[config.mk]
export PLATFORM = sky130hd
export DESIGN_NAME = sat_ctrl
export DESIGN_NICKNAME = d
export VERILOG_FILES = /design/src/rtl/sat_pkg.sv /design/src/rtl/sat_ctrl.sv
export SDC_FILE = /design/constraint.sdc
export NUM_CORES = 1
export LEC_CHECK = 0
export ABC_AREA = 1
export CAP_MARGIN = 20
export CORE_AREA = 2 2 39 41
export CTS_CLUSTER_DIAMETER = 120
export DETAILED_ROUTE_END_ITERATION = 12
export DIE_AREA = 0 0 41 43
export DONT_BUFFER_PORTS = 1
export SLEW_MARGIN = 0
export SYNTH_ARGS = -nofsm -noshare
export SYNTH_HDL_FRONTEND = slang
export SYNTH_SLANG_ARGS = --single-unit
[constraint.sdc]
create_clock -name clk -period 1.1 [get_ports clk]
set_clock_uncertainty 0.05 [all_clocks]
set_input_delay 0.055 -clock clk [delete_from_list [all_inputs] [get_ports clk]]
set_output_delay 0.055 -clock clk [all_outputs]
set_load 0.01 [all_outputs]
[src/rtl/sat_pkg.sv]
`default_nettype none

package sat_pkg;

    // default sizes
    localparam int DEF_MAX_COLS  = 64;
    localparam int DEF_MAX_ROWS  = 64;
    localparam int DEF_SUM_WIDTH = 48;

    // field widths
    localparam int CFG_W   = 7;
    localparam int COORD_W = 6;
    localparam int CELL_W  = 32;
    localparam int OUT_W   = 48;

    // register file
    localparam int APB_ADDR_W = 3;
    localparam int APB_DATA_W = 32;
    localparam logic             REG_GRID_COLS = 1'b0;
    localparam logic             REG_GRID_ROWS = 1'b1;
    localparam logic [CFG_W-1:0] GRID_RESET    = 7'd64;

    // command codes
    localparam logic CMD_LOAD  = 1'b0;
    localparam logic CMD_QUERY = 1'b1;

    // controller to datapath commands
    typedef struct packed {
        logic       accept_load;
        logic       accept_query;
        logic       ld_read;
        logic       ld_write;
        logic       q_read;
        logic [1:0] q_corner;
        logic       q_finish;
    } ctrl_cmd_t;

endpackage

`default_nettype wire

[src/rtl/sat_ctrl.sv]
`default_nettype none

module sat_ctrl (
    input  wire logic               clk,
    input  wire logic               rst_n,
    input  wire logic               start,
    input  wire logic               command,
    output logic                    busy,
    output sat_pkg::ctrl_cmd_t      cmd
);

    import sat_pkg::*;

    typedef enum logic [4:0] {
        ST_IDLE  = 5'b00001,
        ST_LD_RD = 5'b00010,
        ST_LD_WR = 5'b00100,
        ST_Q_RD  = 5'b01000,
        ST_Q_SUM = 5'b10000
    } state_t;

    state_t     state_reg;
    state_t     state_next;
    logic [1:0] cnt_reg;
    logic [1:0] cnt_next;
    logic       accept;

    assign accept = (state_reg == ST_IDLE) && start;
    assign busy   = (state_reg != ST_IDLE);

    // next state
    always_comb
    begin
        state_next = state_reg;
        cnt_next   = cnt_reg;
        case (state_reg)
            ST_IDLE:
            begin
                if (start)
                begin
                    cnt_next   = 2'd0;
                    state_next = (command == CMD_QUERY) ? ST_Q_RD : ST_LD_RD;
                end
            end
            ST_LD_RD:
            begin
                state_next = ST_LD_WR;
            end
            ST_LD_WR:
            begin
                state_next = ST_IDLE;
            end
            ST_Q_RD:
            begin
                cnt_next = cnt_reg + 2'd1;
                if (cnt_reg == 2'd3)
                begin
                    state_next = ST_Q_SUM;
                end
            end
            ST_Q_SUM:
            begin
                state_next = ST_IDLE;
            end
            default:
            begin
                state_next = ST_IDLE;
            end
        endcase
    end

    always_ff @(posedge clk or negedge rst_n)
    begin
        if (!rst_n)
        begin
            state_reg <= ST_IDLE;
            cnt_reg   <= 2'd0;
        end
        else
        begin
            state_reg <= state_next;
            cnt_reg   <= cnt_next;
        end
    end

    // datapath commands
    always_comb
    begin
        cmd.accept_load  = accept && (command == CMD_LOAD);
        cmd.accept_query = accept && (command == CMD_QUERY);
        cmd.ld_read      = (state_reg == ST_LD_RD);
        cmd.ld_write     = (state_reg == ST_LD_WR);
        cmd.q_read       = (state_reg == ST_Q_RD);
        cmd.q_corner     = cnt_reg;
        cmd.q_finish     = (state_reg == ST_Q_SUM);
    end

    // the sum step follows the last of four corner reads
    a_sum_after_reads: assert property (@(posedge clk) disable iff (!rst_n)
        (state_reg == ST_Q_SUM) |-> ($past(state_reg) == ST_Q_RD && $past(cnt_reg) == 2'd3))
        else $error("sum step without four corner reads");

    // an accepted beat makes the block busy
    a_busy_after_accept: assert property (@(posedge clk) disable iff (!rst_n)
        (start && !busy) |=> busy)
        else $error("accepted beat did not raise busy");

endmodule

`default_nettype wire

==> flow_metrics.env <==
export IMPL_clkSlewWorstSetupHoldPaths_ps=50
export IMPL_grt_usage_pct=14.46
export IMPL_cp_arrival_ps=1280
export IMPL_layout_common_cells="buf_4 (9), inv_1 (7), nand3_2 (6), nand2_1 (6), buf_6 (6)"
export IMPL_port_buffers=0
export IMPL_synth_area_um2=396.6
export IMPL_dp_slack_ps=-69.83
export IMPL_finalHoldViolCount=0
export IMPL_p_leak_nw=0.3235
export IMPL_row_count=14
export IMPL_largest_reg_flops=5
export IMPL_globalplace_congestion=0.6995
export IMPL_finalNonFillerCells=83
export IMPL_yosys_register_bits=7
export IMPL_seq_area_frac_synth_pct=44.48
export IMPL_io_pin_count=13
export IMPL_via_per_inst=4.771
export IMPL_ir_drop_mv=0.8448
export IMPL_end_kind="output pin"
export IMPL_slew_headroom_pct=77.40
export IMPL_critPathMaxStageDelay_ps=540
export IMPL_die_width_um=41
export IMPL_grt_max_degree=8
export IMPL_overflow=0
export IMPL_drtAntennaViolNets=0
export IMPL_fmax_ghz=0.7235
export IMPL_layout_commonest_cell="buf_4"
export IMPL_outcome="finished with violations"
export IMPL_clk_latency_ps=250
export IMPL_nFillCells=136
export IMPL_coreArea_mm2=0.001384
export IMPL_place_area_um2=489.2
export IMPL_rsz0062_at_grt="yes"
export IMPL_yosysUniqueCellTypes=15
export IMPL_period_share_pct=125.6
export IMPL_clock_tree_root_cell="clkbuf_4"
export IMPL_cap_viol_max_count=0
export IMPL_drc=0
export IMPL_avgSynthCellArea_um2=8.814
export IMPL_slew_violations=0
export IMPL_clock_sinks=7
export IMPL_worst_pin_slew_ps=337.9
export IMPL_synth_top_area_share_pct=37.85
export IMPL_fin_ws_ps=-282.1
export IMPL_antenna_found_initial=0
export IMPL_cts_tree="done"
export IMPL_antenna_cells=0
export IMPL_worstPathCellList="inv_2 -> nor2_4 -> nand4_4 -> nor2_4"
export IMPL_violations="negative setup slack"
export IMPL_grt_pass1_vias=396
export IMPL_p_per_area_mw_per_mm2=2239
export IMPL_worstSetupStartpointType="flip-flop"
export IMPL_layout_nets=73
export IMPL_slowest_stage="dfstp_2"
export IMPL_fp_dieH_um=43
export IMPL_fin_area_um2=658.1
export IMPL_crit_path_frequent_cell="nor2_4"
export IMPL_critPathTopFamily="flip-flops"
export IMPL_synth_fp_nets=50
export IMPL_drt_iter0_markers=5
export IMPL_finalSetupViolCount=14
export IMPL_placed_cells_incl_taps=68
export IMPL_cts_buffers=3
export IMPL_route_detailed_wl_per_inst_um=11.83
export IMPL_synth_cells=45
export IMPL_cts_max_path_buffers=2
export IMPL_grt_pass1_wl_um=1614
export IMPL_min_period_ps=1382
export IMPL_design_die_area_mm2=0.001763
export IMPL_required_ps=1000
export IMPL_area_growth_pct=65.93
export IMPL_setup_tns_ps=-2689
export IMPL_finalWirelength_um=982
export IMPL_min_path_type="in -> reg"
export IMPL_hpwl_um=670.5
export IMPL_crit_type="reg -> out"
export IMPL_final_layout_size_suffix_gt1_share_pct=58.21
export IMPL_htreeDepth=1
export IMPL_path_buf_inv=1
export IMPL_first_pass_iters=4
export IMPL_dr_total_vias=396
export IMPL_synthTopCellsByArea="dfrtp_1 (38%), inv_1 (9.5%), dfstp_2 (6.6%), nand2_1 (5.7%), nor2_4 (5.7%)"
export IMPL_start_util_pct=28.66
export IMPL_synth_top_cell_by_area="dfrtp_1"
export IMPL_crit_fanout=4
export IMPL_worst_hold_slack_ps=2.783
export IMPL_ys_warn_count=0
[through the flow]
step | total power (W) | util, %
global route | 0.001585 | 47.56
detailed placement | 0.0009324 | 35.35
global placement | 0.0009176 | 35.35
floorplan | 0.0007776 | -
CTS | 0.001462 | 47.38
finish | 0.001474 | 47.56
[tightest hold or removal path: stages]
cell	delay [ps]
nand4_4	80
buf_6	100
nor2_2	30
[cells by family after synthesis]
group,synth area share (%)
buf+inv,10.41
fa+ha+maj,3.154
flops,44.48
compound gates,1.261
simple gates,40.69
[layout make-up]
type | instances | area [µm²] | area share [%]
Sequential cell | 7 | 177.7 | 27.00
Clock buffer | 4 | 26.28 | 3.992
Timing Repair Buffer | 18 | 165.2 | 25.10
Tap cell | 16 | 20.02 | 3.042
Multi-Input combinational cell | 27 | 227.7 | 34.60
Inverter | 11 | 41.29 | 6.274
[worst paths after layout]
kind	start	endpoint	slack, ps	cells past startpoint
worst min register to register	cnt_reg[1]	cnt_reg[1]	560	3
worst min-delay path	start	state_reg[1]	3	3
max in group asynchronous	rst_n	state_reg[0]	620	1
min in group asynchronous	rst_n	state_reg[4]	90	1
worst max-delay path	state_reg[0]	cmd[7]	-280	4
worst max register to register	state_reg[0]	cnt_reg[1]	-240	6
[per-layer routing]
| layer | wire length [µm] | share of wire [%] | track usage, % | vias up |
|---|---|---|---|---|
| met5 | 0 | 0 | 0 | - |
| met4 | 12 | 1.2 | 12.00 | 0 |
| met3 | 47 | 4.8 | 4.712 | 2 |
| met2 | 535 | 54 | 23.75 | 10 |
| met1 | 387 | 39 | 13.16 | 191 |
| li1 | - | - | - | 193 |
[where the power goes]
part	internal (W)	leakage, nW	total, W	switching, W
clock network	0.000139	0.0150	0.000236	0.0000970
logic	0.000423	0.218	0.000826	0.000403
registers	0.000340	0.0909	0.000412	0.0000717
total	0.000902	0.324	0.00147	0.000572
[repair_timing]
item	4_1_cts	5_1_grt
pin swaps	7	2
endpoints found under the setup margin	13	14
gates cloned	0	0
endpoints found under the hold margin	10	0
setup buffers	9	2
hold buffers	3	0
gates resized for setup	11	5
[synthesized netlist by cell type]
master	count
nor2_2	2
nand2_1	6
inv_2	1
nor4_1	2
ha_1	1
dfstp_2	1
dfrtp_1	6
nand3_2	2
nor2_1	3
inv_1	10
nand3_1	4
nand4_1	3
nor2_4	2
nand4_4	1
o21ai_1	1
(Power assumes the default switching activity.)
