==> src/rtl/sat_pkg.sv <==
`default_nettype none

package sat_pkg;

    // default sizes
    localparam int DEF_MAX_COLS  = 64;
    localparam int DEF_MAX_ROWS  = 64;
    localparam int DEF_SUM_WIDTH = 48;

    // field widths
    localparam int CFG_W   = 7;
    localparam int COORD_W = 6;
    localparam int CELL_W  = 32;
    localparam int OUT_W   = 48;

    // register file
    localparam int APB_ADDR_W = 3;
    localparam int APB_DATA_W = 32;
    localparam logic             REG_GRID_COLS = 1'b0;
    localparam logic             REG_GRID_ROWS = 1'b1;
    localparam logic [CFG_W-1:0] GRID_RESET    = 7'd64;

    // command codes
    localparam logic CMD_LOAD  = 1'b0;
    localparam logic CMD_QUERY = 1'b1;

    // controller to datapath commands
    typedef struct packed {
        logic       accept_load;
        logic       accept_query;
        logic       ld_read;
        logic       ld_write;
        logic       q_read;
        logic [1:0] q_corner;
        logic       q_finish;
    } ctrl_cmd_t;

endpackage

`default_nettype wire

==> src/rtl/sat_cfg.sv <==
`default_nettype none

module sat_cfg #(
    parameter int MAX_COLS = sat_pkg::DEF_MAX_COLS,
    parameter int MAX_ROWS = sat_pkg::DEF_MAX_ROWS
) (
    input  wire logic                            clk,
    input  wire logic                            rst_n,
    input  wire logic                            psel,
    input  wire logic                            penable,
    input  wire logic                            pwrite,
    input  wire logic [sat_pkg::APB_ADDR_W-1:0]  paddr,
    input  wire logic [sat_pkg::APB_DATA_W-1:0]  pwdata,
    output logic      [sat_pkg::APB_DATA_W-1:0]  prdata,
    output logic                                 pready,
    output logic      [sat_pkg::CFG_W-1:0]       cols,
    output logic      [sat_pkg::CFG_W-1:0]       rows,
    output logic                                 cfg_write
);

    import sat_pkg::*;

    logic [CFG_W-1:0] cols_reg;
    logic [CFG_W-1:0] rows_reg;
    logic             reg_sel;

    assign reg_sel   = paddr[2];
    assign cfg_write = psel && penable && pwrite;
    assign pready    = 1'b1;

    // register writes
    always_ff @(posedge clk or negedge rst_n)
    begin
        if (!rst_n)
        begin
            cols_reg <= GRID_RESET;
            rows_reg <= GRID_RESET;
        end
        else if (cfg_write)
        begin
            if (reg_sel == REG_GRID_COLS)
            begin
                cols_reg <= pwdata[CFG_W-1:0];
            end
            else
            begin
                rows_reg <= pwdata[CFG_W-1:0];
            end
        end
    end

    // read back
    assign prdata = (reg_sel == REG_GRID_COLS) ? APB_DATA_W'(cols_reg)
                                               : APB_DATA_W'(rows_reg);

    // effective grid size: zero counts as one, clamp to the maximum
    always_comb
    begin
        if (cols_reg == '0)
        begin
            cols = CFG_W'(1);
        end
        else if (32'(cols_reg) > MAX_COLS)
        begin
            cols = CFG_W'(MAX_COLS);
        end
        else
        begin
            cols = cols_reg;
        end

        if (rows_reg == '0)
        begin
            rows = CFG_W'(1);
        end
        else if (32'(rows_reg) > MAX_ROWS)
        begin
            rows = CFG_W'(MAX_ROWS);
        end
        else
        begin
            rows = rows_reg;
        end
    end

endmodule

`default_nettype wire

==> config.mk <==
export PLATFORM = sky130hd
export DESIGN_NAME = sat_cfg
export DESIGN_NICKNAME = d
export VERILOG_FILES = /design/src/rtl/sat_pkg.sv /design/src/rtl/sat_cfg.sv
export SDC_FILE = /design/constraint.sdc
export NUM_CORES = 1
export LEC_CHECK = 0
export ABC_AREA = 1
export BUFFER_PORTS_ARGS = -buffer_cell sky130_fd_sc_hd__buf_2
export CAP_MARGIN = 20
export CORE_ASPECT_RATIO = 0.8
export CORE_MARGIN = 2
export CORE_UTILIZATION = 26
export CTS_CLUSTER_SIZE = 16
export DETAILED_ROUTE_END_ITERATION = 8
export GPL_ROUTABILITY_DRIVEN = 0
export PLACE_DENSITY_LB_ADDON = 0.25
export SETUP_SLACK_MARGIN = 0.2
export SLEW_MARGIN = 10
export SYNTH_ARGS = -nofsm -noshare
export SYNTH_HDL_FRONTEND = slang
export SYNTH_SLANG_ARGS = --single-unit
==> constraint.sdc <==
create_clock -name clk -period 0.8 [get_ports clk]
set_clock_uncertainty 0.1 [all_clocks]
set_input_delay 0.04 -clock clk [delete_from_list [all_inputs] [get_ports clk]]
set_output_delay 0.04 -clock clk [all_outputs]
set_load 0.02 [all_outputs]
==> flow_summary.json <==
{
  "worst-setup-path-type": "reg -> out",
  "drtIter0Drc": 28,
  "vdd_drop_max_uv": 1430,
  "synth.distinct_cells": 18,
  "totalWireLength_um": 3020,
  "cp_max_fo": 3,
  "pin_count": 88,
  "cp_slowest_cell": "dfrtp_1",
  "synth_top_area_share_pct": 28.6,
  "worstPathCellList": "nor2_2 > nand3_1 > nand2_1 > inv_2 > nor2_4 > buf_6",
  "p_leak_nw": 1.02,
  "area_growth_pct": 94.7,
  "placed_cells": 243,
  "via_per_inst": 3.87,
  "cts_htree_levels": 1,
  "yosys-top-cells-area": "dfrtp_1 29%, buf_4 19%, o21ai_2 12%",
  "cap_violations": 0,
  "grt_max_degree": 15,
  "clk_pin_slew_ns": 0.06,
  "overflow": 0,
  "cts_buffer_depth": 2,
  "crit_family": "simple AND/OR/NAND/NOR gates",
  "period_needed_ns": 1.43,
  "cts_sinks": 14,
  "fin_util_pct": 53.3,
  "clkLatencyLatePin_ns": 0.25,
  "dr.pass1.iters": 4,
  "yosys_register_bits": 14,
  "ff2ff_path_depth": 7,
  "final_antenna_net_count": 0,
  "die_h_um": 60.8,
  "critPathBufInv": 2,
  "cp-end-kind": "output port",
  "holdWs_ns": -0.419,
  "failed_checks": "hold timing, setup timing",
  "grt_pass1_vias": 899,
  "diodes": 0,
  "p_per_area_nw_per_um2": 2190,
  "vias": 1038,
  "finalSetupViolCount": 35,
  "worst_ep_arrival_time_ns": 1.29,
  "cts_root_buf": "clkbuf_8",
  "cts_buffers": 3,
  "die_x_um": 75,
  "synth_cells": 143,
  "antenna_found_initial": 0,
  "routedWlPerCell_um": 11.3,
  "critPathMaxStageDelay_ns": 0.40,
  "hpwlAfterDp_um": 2090,
  "timing.final.hold_violations": 28,
  "finalNonFillerCells": 268,
  "worstSetupStartpointType": "register",
  "r2r_slack_ns": -0.44,
  "grt_pass1_wl_um": 4260,
  "start_util_pct": 27.4,
  "slew_violations": 0,
  "dieArea_um2": 4560,
  "max_freq_mhz": 701,
  "seq_area_frac_synth_pct": 33.7,
  "finalNetCount": 254,
  "drc_errors": 0,
  "numPortBuffers": 34,
  "core_area_um2": 3830,
  "grt_usage_pct": 12.6,
  "finalCritPeriodShare_pct": 178,
  "worst_slack_ns": -0.626,
  "design_area_um2": 2040,
  "crit_required_ns": 0.66,
  "synth.largest_area_cell": "dfrtp_1",
  "hold_path.class": "in -> async",
  "syn_area_um2": 1050,
  "drive_above_1_share_pct": 70.9,
  "status": "complete, but fails checks",
  "rsz0062_at_grt": "yes",
  "yosys_warnings": 0,
  "tritoncts": "built",
  "row_count": 20,
  "fillers": 347,
  "crit_cells": 6,
  "placed_cell_area_um2": 1460,
  "avgSynthCellArea_um2": 7.33
}
## worst reg2reg max path, stage by stage, from the launching register on
cell,delay (ns)
dfrtp_1,0.39
buf_6,0.12
buf_6,0.10
buf_6,0.12
buf_6,0.11
buf_6,0.10
nand2_2,0.06
o21ai_2,0.04
## area by class of cell
class | instances | area (um2) | area share (%)
clock buffers | 4 | 55.1 | 2.70
inverters | 22 | 103 | 5.02
multi-input cells | 100 | 712 | 34.9
flip-flops and latches | 14 | 353 | 17.3
well taps | 55 | 68.8 | 3.37
repair buffers | 73 | 751 | 36.8
## synthesized netlist by cell type
| library cell | number |
|---|---|
| nor2_4 | 1 |
| buf_2 | 1 |
| nand2_2 | 2 |
| nor2_1 | 16 |
| o21ai_0 | 6 |
| nor3_1 | 1 |
| inv_1 | 20 |
| conb_1 | 2 |
| clkbuf_1 | 2 |
| buf_6 | 2 |
| nand3_1 | 3 |
| buf_4 | 26 |
| nand4_1 | 1 |
| dfrtp_1 | 12 |
| inv_2 | 2 |
| dfstp_2 | 2 |
| o21ai_2 | 14 |
| nand2_1 | 30 |
## per-stage QoR
step                      TNS, ns  worst slack [ns]  hold WS (ns)  power [mW]
after floorplan             -2.71            -0.252        -0.356        2.22
after global placement      -7.72            -0.401        -0.147        2.72
after detailed placement    -7.81            -0.432        -0.148        2.72
after CTS                  -11.87            -0.609        -0.418        4.00
after global routing       -15.15            -0.699        -0.395        4.69
final                      -13.93            -0.626        -0.419        4.46
## path summary, 6_finish.rpt
kind / from / end
max reg2reg: cols_reg[4] / cols_reg[4]
max: rows_reg[3] / rows[5]
min in group clk: pwdata[6] / cols_reg[6]
min: rst_n / rows_reg[0]
max in group asynchronous: rst_n / rows_reg[6]
min reg2reg: cols_reg[2] / cols_reg[2]
## cell families (layout without fill, tap and decap cells)
group	Yosys count	after routing	share of synthesized area, %
other	2	26	0.716
DFF	14	14	33.7
and+or+nand+nor	54	54	21.2
buffers and inverters	53	99	29.8
AOI/OAI and AO/OA	20	20	14.6
## layout by cell type, fill, tap and decap left out
| master | Yosys | layout |
|---|---|---|
| nand2_1 | 30 | 6 |
| buf_4 | 26 | 7 |
| buf_12 | 0 | 2 |
| nor3_1 | 1 | 1 |
| clkbuf_8 | 0 | 4 |
| nand2_4 | 0 | 5 |
| nand3_1 | 3 | 2 |
| nor2_1 | 16 | 2 |
| inv_6 | 0 | 3 |
| dfstp_2 | 2 | 2 |
| buf_2 | 1 | 10 |
| nand2_8 | 0 | 1 |
| conb_1 | 2 | 26 |
| buf_6 | 2 | 54 |
| nand4_1 | 1 | 1 |
| inv_1 | 20 | 12 |
| nand3_2 | 0 | 1 |
| inv_2 | 2 | 5 |
| o21ai_4 | 0 | 5 |
| nand2_2 | 2 | 20 |
| inv_4 | 0 | 2 |
| o21ai_2 | 14 | 15 |
| nor2_2 | 0 | 6 |
| nor2_4 | 1 | 9 |
| dfrtp_1 | 12 | 12 |
## power by group
group | internal, mW | switching [mW] | leakage, nW
clock | 0.437 | 0.266 | 0.0288
combinational | 1.41 | 1.36 | 0.818
sequential | 0.858 | 0.134 | 0.172
## routing by layer
| layer | vias to the layer above | wire, um | GRT usage [%] |
|---|---|---|---|
| li1 | 520 | - | - |
| met1 | 477 | 1350 | 17.8 |
| met2 | 39 | 1480 | 19.9 |
| met3 | 2 | 164 | 3.16 |
| met4 | 0 | 16 | 2.30 |
| met5 | - | 0 | 0 |
## timing repair
item | 4_1_cts | 5_1_grt
hold endpoints to repair | 27 | 19
pin swaps | 10 | 10
gates resized for setup | 81 | 38
buffers inserted | 5 | 16
setup endpoints to repair | 36 | 36
No activity file was read; power rests on OpenSTA's default activity.
